--- config.mk ---
export PLATFORM = sky130hd
export DESIGN_NAME = rational_arithmetic_unit
export DESIGN_NICKNAME = d
export VERILOG_FILES = /design/src/design/rau_pkg.sv /design/src/design/rau_datapath.sv /design/src/design/rau_control.sv /design/src/design/rational_arithmetic_unit.sv
export SDC_FILE = /design/constraint.sdc
export NUM_CORES = 2
export LEC_CHECK = 0
export ABC_CLOCK_PERIOD_IN_PS = 16050
export BUFFER_PORTS_ARGS = -buffer_cell sky130_fd_sc_hd__buf_2
export CAP_MARGIN = 20
export CORE_ASPECT_RATIO = 1.75
export CORE_UTILIZATION = 55
export DETAILED_ROUTE_END_ITERATION = 16
export PLACE_DENSITY = 0.72
export SYNTH_ARGS = -nofsm -noshare
export SYNTH_HDL_FRONTEND = slang
export SYNTH_SLANG_ARGS = --single-unit
--- constraint.sdc ---
create_clock -name clock -period 16.05 [get_ports clock]
set_input_delay 2.4075 -clock clock [delete_from_list [all_inputs] [get_ports clock]]
set_output_delay 2.4075 -clock clock [all_outputs]
set_load 0.03 [all_outputs]
--- src/design/rau_pkg.sv ---
// ----------------------------------------------------------------------------
// Rational arithmetic unit package
// Shared widths, command codes, payload structs and controller interface.
// ----------------------------------------------------------------------------
package rau_pkg;

   localparam int DATA_WIDTH = 32;
   localparam int CNT_WIDTH  = $clog2(DATA_WIDTH + 1);

   typedef enum logic [2:0] {
      CMD_ADD = 3'd0,
      CMD_SUB = 3'd1,
      CMD_MUL = 3'd2,
      CMD_DIV = 3'd3,
      CMD_EQ  = 3'd4
   } cmd_type;

   typedef struct packed {
      logic [2:0]         command;
      logic signed [31:0] left_num;
      logic signed [31:0] left_den;
      logic signed [31:0] right_num;
      logic signed [31:0] right_den;
   } req_type;

   typedef struct packed {
      logic signed [31:0] result_num;
      logic signed [31:0] result_den;
      logic               is_equal;
      logic               overflowed;
   } rsp_type;

   // Datapath operations issued by the controller.
   typedef enum logic [3:0] {
      OP_NONE,
      OP_LOAD,     // capture operands
      OP_MUL,      // one multiply into product slot
      OP_ADDSUB,   // combine cross products into numerator
      OP_FINISH,   // place result parts or equality flag
      OP_GCD_TZ,   // strip common factors of two
      OP_GCD_A,    // make a odd
      OP_GCD_STEP, // one subtract step
      OP_DIV_INIT, // prepare division by gcd
      OP_DIV_STEP, // one restoring division bit
      OP_DIV_DONE  // store quotient
   } op_type;

   typedef struct packed {
      op_type     op;
      logic [1:0] sel;   // multiply slot or division target
   } dp_cmd_type;

   typedef struct packed {
      logic gcd_tz_done;
      logic gcd_a_odd;
      logic gcd_done;
      logic div_last;
      logic skip_gcd;
   } dp_sts_type;

endpackage

--- src/design/rau_datapath.sv ---
// ----------------------------------------------------------------------------
// Rational arithmetic unit datapath
// Operand registers, one shared multiplier, binary gcd and restoring divider.
// ----------------------------------------------------------------------------
module rau_datapath (
   input  logic                clock,
   input  logic                reset,
   input  rau_pkg::req_type    req,
   input  rau_pkg::dp_cmd_type cmd,
   output rau_pkg::dp_sts_type sts,
   output rau_pkg::rsp_type    result
);
   import rau_pkg::*;

   localparam int W = DATA_WIDTH;

   logic [2:0]   cmd_ff;
   logic [W-1:0] ln_ff, ld_ff, rn_ff, rd_ff;
   logic [W-1:0] p_ff [3];
   logic [W-1:0] num_ff, den_ff;
   logic         ov_ff, eq_ff;
   logic [W-1:0] ga_ff, gb_ff;
   logic [CNT_WIDTH-1:0] k_ff;
   logic [W-1:0] g_ff;
   logic [W-1:0] dq_ff;
   logic [W:0]   dr_ff;
   logic [CNT_WIDTH-1:0] dc_ff;

   function automatic logic [W-1:0] from_field(logic [31:0] v);
      logic [63:0] e;
      e = {{32{v[31]}}, v};
      return e[W-1:0];
   endfunction

   function automatic logic [31:0] to_field(logic [W-1:0] v);
      logic [63:0] e;
      e = {{(64-W){v[W-1]}}, v};
      return e[31:0];
   endfunction

   function automatic logic [W-1:0] mag(logic [W-1:0] v);
      return v[W-1] ? (~v + 1'b1) : v;
   endfunction

   // Operand selection for the multiplier.
   logic [W-1:0] ma, mb;
   always_comb begin
      ma = ln_ff;
      mb = rd_ff;
      case (cmd.sel)
         2'd0: begin
            ma = ln_ff;
            mb = (cmd_ff == CMD_MUL) ? rn_ff : rd_ff;
         end
         2'd1: begin
            ma = (cmd_ff == CMD_ADD || cmd_ff == CMD_SUB || cmd_ff == CMD_EQ) ? rn_ff : ld_ff;
            mb = (cmd_ff == CMD_ADD || cmd_ff == CMD_SUB || cmd_ff == CMD_EQ) ? ld_ff
               : ((cmd_ff == CMD_MUL) ? rd_ff : rn_ff);
         end
         default: begin
            ma = ld_ff;
            mb = rd_ff;
         end
      endcase
   end

   logic [2*W-1:0] prod_mag;
   logic           prod_neg, mul_ov;
   logic [W-1:0]   prod_w;
   always_comb begin
      prod_mag = mag(ma) * mag(mb);
      prod_neg = (ma[W-1] ^ mb[W-1]) && (prod_mag != '0);
      if (prod_neg)
         mul_ov = prod_mag > {{W{1'b0}}, 1'b1, {(W-1){1'b0}}};
      else
         mul_ov = prod_mag > {{(W+1){1'b0}}, {(W-1){1'b1}}};
      prod_w = prod_neg ? (~prod_mag[W-1:0] + 1'b1) : prod_mag[W-1:0];
   end

   logic [W-1:0] as_r;
   logic         as_sub, as_ov;
   always_comb begin
      as_sub = (cmd_ff == CMD_SUB);
      as_r   = as_sub ? (p_ff[0] - p_ff[1]) : (p_ff[0] + p_ff[1]);
      if (as_sub)
         as_ov = (p_ff[0][W-1] != p_ff[1][W-1]) && (as_r[W-1] != p_ff[0][W-1]);
      else
         as_ov = (p_ff[0][W-1] == p_ff[1][W-1]) && (as_r[W-1] != p_ff[0][W-1]);
   end

   logic [W-1:0] mn, md;
   assign mn = mag(num_ff);
   assign md = mag(den_ff);

   logic [W-1:0] gb_odd_next, gb_sub_a, gb_sub_b;
   always_comb begin
      gb_sub_a = ga_ff;
      gb_sub_b = gb_ff;
      if (!gb_ff[0]) begin
         gb_odd_next = gb_ff >> 1;
      end else begin
         if (ga_ff > gb_ff) begin
            gb_sub_a = gb_ff;
            gb_sub_b = ga_ff;
         end
         gb_odd_next = gb_sub_b - gb_sub_a;
      end
   end

   logic [W:0] dr_shift, dr_trial;
   assign dr_shift = {dr_ff[W-1:0], dq_ff[W-1]};
   assign dr_trial = dr_shift - {1'b0, g_ff};

   always_ff @(posedge clock) begin
      case (cmd.op)
         OP_LOAD: begin
            cmd_ff <= req.command;
            ln_ff  <= from_field(req.left_num);
            ld_ff  <= from_field(req.left_den);
            rn_ff  <= from_field(req.right_num);
            rd_ff  <= from_field(req.right_den);
            ov_ff  <= 1'b0;
            eq_ff  <= 1'b0;
            num_ff <= '0;
            den_ff <= {{(W-1){1'b0}}, 1'b1};
         end
         OP_MUL: begin
            p_ff[cmd.sel] <= prod_w;
            if (mul_ov)
               ov_ff <= 1'b1;
         end
         OP_ADDSUB: begin
            num_ff <= as_r;
            if (as_ov)
               ov_ff <= 1'b1;
         end
         OP_FINISH: begin
            case (cmd_ff)
               CMD_ADD, CMD_SUB: den_ff <= p_ff[2];
               CMD_MUL, CMD_DIV: begin
                  num_ff <= p_ff[0];
                  den_ff <= p_ff[1];
               end
               CMD_EQ: eq_ff <= (p_ff[0] == p_ff[1]);
               default: ;
            endcase
         end
         OP_GCD_TZ: begin
            if (ga_ff[0] | gb_ff[0]) begin
            end else begin
               ga_ff <= ga_ff >> 1;
               gb_ff <= gb_ff >> 1;
               k_ff  <= k_ff + 1'b1;
            end
         end
         OP_GCD_A: begin
            if (!ga_ff[0])
               ga_ff <= ga_ff >> 1;
         end
         OP_GCD_STEP: begin
            if (gb_ff[0])
               ga_ff <= gb_sub_a;
            gb_ff <= gb_odd_next;
         end
         OP_DIV_INIT: begin
            dq_ff <= (cmd.sel == 2'd0) ? mn : md;
            dr_ff <= '0;
            dc_ff <= '0;
            if (cmd.sel == 2'd0)
               g_ff <= ga_ff << k_ff;
         end
         OP_DIV_STEP: begin
            dc_ff <= dc_ff + 1'b1;
            if (!dr_trial[W]) begin
               dr_ff <= dr_trial;
               dq_ff <= {dq_ff[W-2:0], 1'b1};
            end else begin
               dr_ff <= dr_shift;
               dq_ff <= {dq_ff[W-2:0], 1'b0};
            end
         end
         OP_DIV_DONE: begin
            if (cmd.sel == 2'd0)
               num_ff <= num_ff[W-1] ? (~dq_ff + 1'b1) : dq_ff;
            else
               den_ff <= den_ff[W-1] ? (~dq_ff + 1'b1) : dq_ff;
         end
         default: ;
      endcase
      // Gcd operands are loaded by the division setup with target two, after the finish step.
      if (cmd.op == OP_DIV_INIT && cmd.sel == 2'd2) begin
         ga_ff <= mn;
         gb_ff <= md;
         k_ff  <= '0;
      end
      if (reset) begin
         cmd_ff <= CMD_EQ;
      end
   end

   always_comb begin
      sts.gcd_tz_done = ga_ff[0] | gb_ff[0];
      sts.gcd_a_odd   = ga_ff[0];
      sts.gcd_done    = (gb_ff == '0);
      sts.div_last    = (dc_ff == CNT_WIDTH'(W - 1));
      sts.skip_gcd    = (cmd_ff > 3'(CMD_DIV)) || (mn == '0) || (md == '0);
   end

   always_comb begin
      result.result_num = to_field(num_ff);
      result.result_den = to_field(den_ff);
      result.is_equal   = eq_ff;
      result.overflowed = ov_ff;
   end

endmodule

--- src/design/rau_control.sv ---
// ----------------------------------------------------------------------------
// Rational arithmetic unit controller
// Sequences multiplies, gcd reduction and the two divisions of one item.
// ----------------------------------------------------------------------------
module rau_control (
   input  logic                clock,
   input  logic                reset,
   input  logic                req_valid,
   output logic                req_ready,
   output logic                rsp_valid,
   input  logic                rsp_ready,
   input  logic [2:0]          req_command,
   output rau_pkg::dp_cmd_type cmd,
   input  rau_pkg::dp_sts_type sts
);
   import rau_pkg::*;

   typedef enum logic [11:0] {
      ST_IDLE   = 12'b000000000001,
      ST_MUL    = 12'b000000000010,
      ST_ADDSUB = 12'b000000000100,
      ST_FINISH = 12'b000000001000,
      ST_GSETUP = 12'b000000010000,
      ST_GTZ    = 12'b000000100000,
      ST_GA     = 12'b000001000000,
      ST_GSTEP  = 12'b000010000000,
      ST_DINIT  = 12'b000100000000,
      ST_DSTEP  = 12'b001000000000,
      ST_DDONE  = 12'b010000000000,
      ST_OUT    = 12'b100000000000
   } state_type;

   state_type  state_ff, state_in;
   logic [1:0] slot_ff, slot_in;
   logic [1:0] nmul_ff, nmul_in;
   logic       target_ff, target_in;

   assign req_ready = (state_ff == ST_IDLE);
   assign rsp_valid = (state_ff == ST_OUT);

   always_comb begin
      state_in  = state_ff;
      slot_in   = slot_ff;
      nmul_in   = nmul_ff;
      target_in = target_ff;
      cmd.op    = OP_NONE;
      cmd.sel   = slot_ff;
      case (state_ff)
         ST_IDLE: begin
            if (req_valid) begin
               cmd.op   = OP_LOAD;
               slot_in  = 2'd0;
               nmul_in  = (req_command == CMD_ADD || req_command == CMD_SUB) ? 2'd3 : 2'd2;
               state_in = (req_command > 3'(CMD_EQ)) ? ST_OUT : ST_MUL;
            end
         end
         ST_MUL: begin
            cmd.op  = OP_MUL;
            slot_in = slot_ff + 1'b1;
            if (slot_ff == nmul_ff - 1'b1)
               state_in = (nmul_ff == 2'd3) ? ST_ADDSUB : ST_FINISH;
         end
         ST_ADDSUB: begin
            cmd.op   = OP_ADDSUB;
            state_in = ST_FINISH;
         end
         ST_FINISH: begin
            cmd.op   = OP_FINISH;
            state_in = ST_GSETUP;
         end
         ST_GSETUP: begin
            if (sts.skip_gcd) begin
               state_in = ST_OUT;
            end else begin
               cmd.op   = OP_DIV_INIT;
               cmd.sel  = 2'd2;
               state_in = ST_GTZ;
            end
         end
         ST_GTZ: begin
            cmd.op = OP_GCD_TZ;
            if (sts.gcd_tz_done)
               state_in = ST_GA;
         end
         ST_GA: begin
            cmd.op = OP_GCD_A;
            if (sts.gcd_a_odd)
               state_in = ST_GSTEP;
         end
         ST_GSTEP: begin
            cmd.op = OP_GCD_STEP;
            if (sts.gcd_done) begin
               cmd.op    = OP_NONE;
               target_in = 1'b0;
               state_in  = ST_DINIT;
            end
         end
         ST_DINIT: begin
            cmd.op   = OP_DIV_INIT;
            cmd.sel  = {1'b0, target_ff};
            state_in = ST_DSTEP;
         end
         ST_DSTEP: begin
            cmd.op  = OP_DIV_STEP;
            cmd.sel = {1'b0, target_ff};
            if (sts.div_last)
               state_in = ST_DDONE;
         end
         ST_DDONE: begin
            // The quotient is written back with the sign of its part.
            cmd.op  = OP_DIV_DONE;
            cmd.sel = {1'b0, target_ff};
            if (target_ff) begin
               state_in = ST_OUT;
            end else begin
               target_in = 1'b1;
               state_in  = ST_DINIT;
            end
         end
         ST_OUT: begin
            if (rsp_ready)
               state_in = ST_IDLE;
         end
         default: state_in = ST_IDLE;
      endcase
   end

   always_ff @(posedge clock) begin
      if (reset) begin
         state_ff <= ST_IDLE;
      end else begin
         state_ff <= state_in;
      end
      slot_ff   <= slot_in;
      nmul_ff   <= nmul_in;
      target_ff <= target_in;
   end

endmodule

--- src/design/rational_arithmetic_unit.sv ---
// ----------------------------------------------------------------------------
// Rational arithmetic unit
// Adds, subtracts, multiplies, divides or compares two fractions and reduces
// the result by the gcd of its parts.
// ----------------------------------------------------------------------------
// The request channel carries one beat per item: a command and two fractions.
// The response channel returns one beat per item with the reduced fraction,
// an equality flag and an overflow flag. Items are handled one at a time:
// req_ready is high only while the unit is idle, so the next request is taken
// the cycle after the response beat has been accepted.
// Each item runs two or three multiplications on the shared 32x32 multiplier,
// then a binary gcd reduction of one shift or subtract step at a time, then
// two restoring divisions of the parts by the gcd. Compare, unused commands
// and results with a zero part skip the gcd and the divisions.
// A synchronous reset returns the unit to idle; any item in flight is lost.
// When the receiver stalls, the result holds on the response port and no new
// request is taken until it has been accepted.
// ----------------------------------------------------------------------------
module rational_arithmetic_unit (
   input  logic             clock,
   input  logic             reset,
   input  logic             req_valid,
   output logic             req_ready,
   input  rau_pkg::req_type req_data,
   output logic             rsp_valid,
   input  logic             rsp_ready,
   output rau_pkg::rsp_type rsp_data
);
   import rau_pkg::*;

   dp_cmd_type cmd;
   dp_sts_type sts;

   rau_control u_control (
      .clock       (clock),
      .reset       (reset),
      .req_valid   (req_valid),
      .req_ready   (req_ready),
      .rsp_valid   (rsp_valid),
      .rsp_ready   (rsp_ready),
      .req_command (req_data.command),
      .cmd         (cmd),
      .sts         (sts)
   );

   rau_datapath u_datapath (
      .clock  (clock),
      .reset  (reset),
      .req    (req_data),
      .cmd    (cmd),
      .sts    (sts),
      .result (rsp_data)
   );

endmodule

==> results.yml <==
critical_path:
  start_kind: "flop"
  max_stage_delay_ns: 0.71
  cp_max_fo: 20
  critPathKind: "flop to flop"
  cp_common_cell: "fa_1"
  critPathRequiredTime_ns: 16.38
  critPathCaptureType: "flop"
  arrival_ns: 15.92
  cp_slowest_cell: "or4_1"
flow_run:
  maxCapViolations: 0
layout:
  ff_latch_area_um2: 14200
  multi_input_area_um2: 48300
  drive_gt1_frac: 0.106
  nets: 9000
  area_growth_syn_to_layout_pct: 9.70
  final_cells: 9270
  layout_commonest_cell: "nor2_1"
  layout_common_cells: "nor2_1, inv_1, fa_1, nand2_1, edfxtp_1"
  n_fill_cell: 10600
synthesis:
  syn_area_per_cell_um2: 9.04
  synth_top_area_cell: "fa_1"
  ys_ff_latch: 481
  synth_area_um2: 67100
  yosysWarningCount: 0
  seq_area_frac_synth: 0.212
  synth_edf_count: 460
  ys_top_cells_by_area: "fa_1, edfxtp_1, ha_1"
  async_reset_ff_frac: 0
  yosys.area.top_type_share: 0.268
  ys.flop_type: "edfxtp_1"
  synthCells: 7419
  synth.lib_cells_used.distinct: 108
  syn-num-nets: 8852
detailed_routing:
  ant_nets: 0
  num_vias: 59500
  dr.pass1.iters: 8
  drc_errors: 0
  avgRoutedWirePerCell_um: 29.4
  drtIter0Drc: 6063
  routed_wl_um: 273000
  vias_per_cell: 6.42
floorplanning:
  rows: 169
  initial_utilization: 0.554
  io_pins: 203
  die_w_um: 266
  die_height_um: 464
  dieArea_um2: 123000
  core_um2: 121000
timing:
  slew_violations: 0
  max_freq_ghz: 0.0641
  slew_headroom: 0.142
  finalHoldViolCount: 0
  fin_skew_ns: 0.0309
  post-route-min-period_ns: 15.59
  whs_ns: 0.574
  fin_crit_sh: 0.971
  rsz0062_at_grt: "no"
  finalSetupViolations: 0
  tightest_slew_ns: 1.28
global_route:
  antenna_found_initial: 73
  grt_overflow: 0
  grt_max_degree: 79
  grt_pass1_wl_um: 398000
  grt_use_total: 0.448
  grt_pass1_vias: 61500
placement:
  portBuffers: 202
  place_congestion: 1.11
  dp_hpwl_um: 216000
  dp.cells: 9120
clock_tree:
  cts_root_buffer: "clkbuf_16"
  cts.path.max_buffers: 3
  htreeDepth: 2
  cts_tree: "yes"
  cts-hold-fix-buffers: 0
  clkTransAtPathRegs_ns: 0.07
  clock_latency_ns: 0.64
  cts_buffers: 47
  clock-sinks: 481
outcome:
  status: "finished, final reports clean"
min_path:
  min_path_type: "flop to flop"
state kept, by name, indices dropped and copies added (netlist names), 2 cells and up:
signal	flops
u_datapath.g_ff	32
u_datapath.den_ff	32
u_datapath.dc_ff	6
u_datapath.k_ff	6
u_datapath.num_ff	32
u_datapath.ld_ff	32
u_datapath.gb_ff	32
u_datapath.p_ff	96
u_control.state_ff	12
u_datapath.ga_ff	32
u_datapath.rd_ff	32
u_datapath.dq_ff	32
u_control.slot_ff	2
u_datapath.rn_ff	32
u_datapath.ln_ff	32
u_datapath.cmd_ff	3
u_datapath.dr_ff	32
layout make-up:
class,instances,area share
Timing Repair Buffer,508,0.0493
Sequential cell,481,0.193
Clock inverter,32,0.00631
Inverter,951,0.0486
Antenna cell,40,0.00136
Clock buffer,56,0.0174
Tap cell,1624,0.0276
Multi-Input combinational cell,5578,0.656
cell families (layout without fill, tap and decap cells):
group                      after synthesis  count (layout)  synth area share
AOI/OAI and AO/OA                     1265            1265             0.125
xor gates and xnor gates               395             395            0.0519
adders and majority gates             1298            1298             0.343
buffers and inverters                 1360            1547            0.0776
DFF                                    481             481             0.212
muxes                                  122             122            0.0232
other                                    0              40                 0
and+or+nand+nor                       2498            2498             0.167
worst paths after layout:
kind | startpoint | to | slack, ns | cells after the start
max | u_datapath.num_ff[4] | u_datapath.p_ff[1][23] | 0.46 | 48
min | u_control.nmul_ff[0] | u_control.state_ff[2] | 0.57 | 1
max reg2reg | u_datapath.num_ff[4] | u_datapath.p_ff[1][23] | 0.46 | 48
min reg2reg | u_control.nmul_ff[0] | u_control.state_ff[2] | 0.57 | 1
per-stage QoR:
stage / instance area (um^2) / TNS, ns / utilization / worst slack [ns]
global placement: 71300 / -23.57 / 0.589 / -0.524
global route: 73500 / 0 / 0.607 / 0.00470
CTS: 73100 / 0 / 0.604 / 0.0175
floorplan: 67100 / 0 / - / 1.55
finish: 73600 / 0 / 0.607 / 0.461
detailed placement: 71300 / -17.96 / 0.589 / -0.408
layer usage:
| metal | GRT usage | part of all wire | vias to the layer above |
|---|---|---|---|
| li1 | - | - | 25000 |
| met1 | 0.446 | 0.30 | 29200 |
| met2 | 0.732 | 0.47 | 3804 |
| met3 | 0.124 | 0.099 | 1492 |
| met4 | 0.455 | 0.13 | 48 |
| met5 | 0 | 0.0011 | - |
cells in the mapped netlist (all sizes together) (24+ instances only):
cell    instances
ha            399
buf            77
a22oi          44
nor2         1003
inv           948
nor4           59
nor3           84
o21a           32
or2            55
a21o          101
fa            899
or3            59
a31oi          40
mux2i          72
o221ai         38
nand2         798
a21oi         369
nand3          75
o211ai         30
xor2          218
o31ai          45
edfxtp        460
and4           24
mux4           24
nand2b        106
a211oi         86
o21ai         196
and2           35
o21bai         29
and3           24
mux2           26
nand4          48
clkbuf        332
nor2b          43
xnor2         177
o22ai          75
worst max-delay path: cells and delay by family (launching register included):
family,cells,cell delay [ns]
flip-flops,1,0.50
XOR/XNOR,3,0.89
AO/OA/AOI/OAI,12,3.33
adder cells (fa/ha/maj),9,4.48
AND/OR/NAND/NOR,13,4.10
buffers and inverters,11,1.88
what timing repair did:
item                       in CTS  in global routing
setup buffers                   2                 15
resized for setup               5                 24
pin swaps                       2                  9
setup endpoints to repair      49                 49
cloned                          0                  0
Power is not shown: default switching activity piles up to over one toggle a cycle in this logic, so the estimate is an artifact.
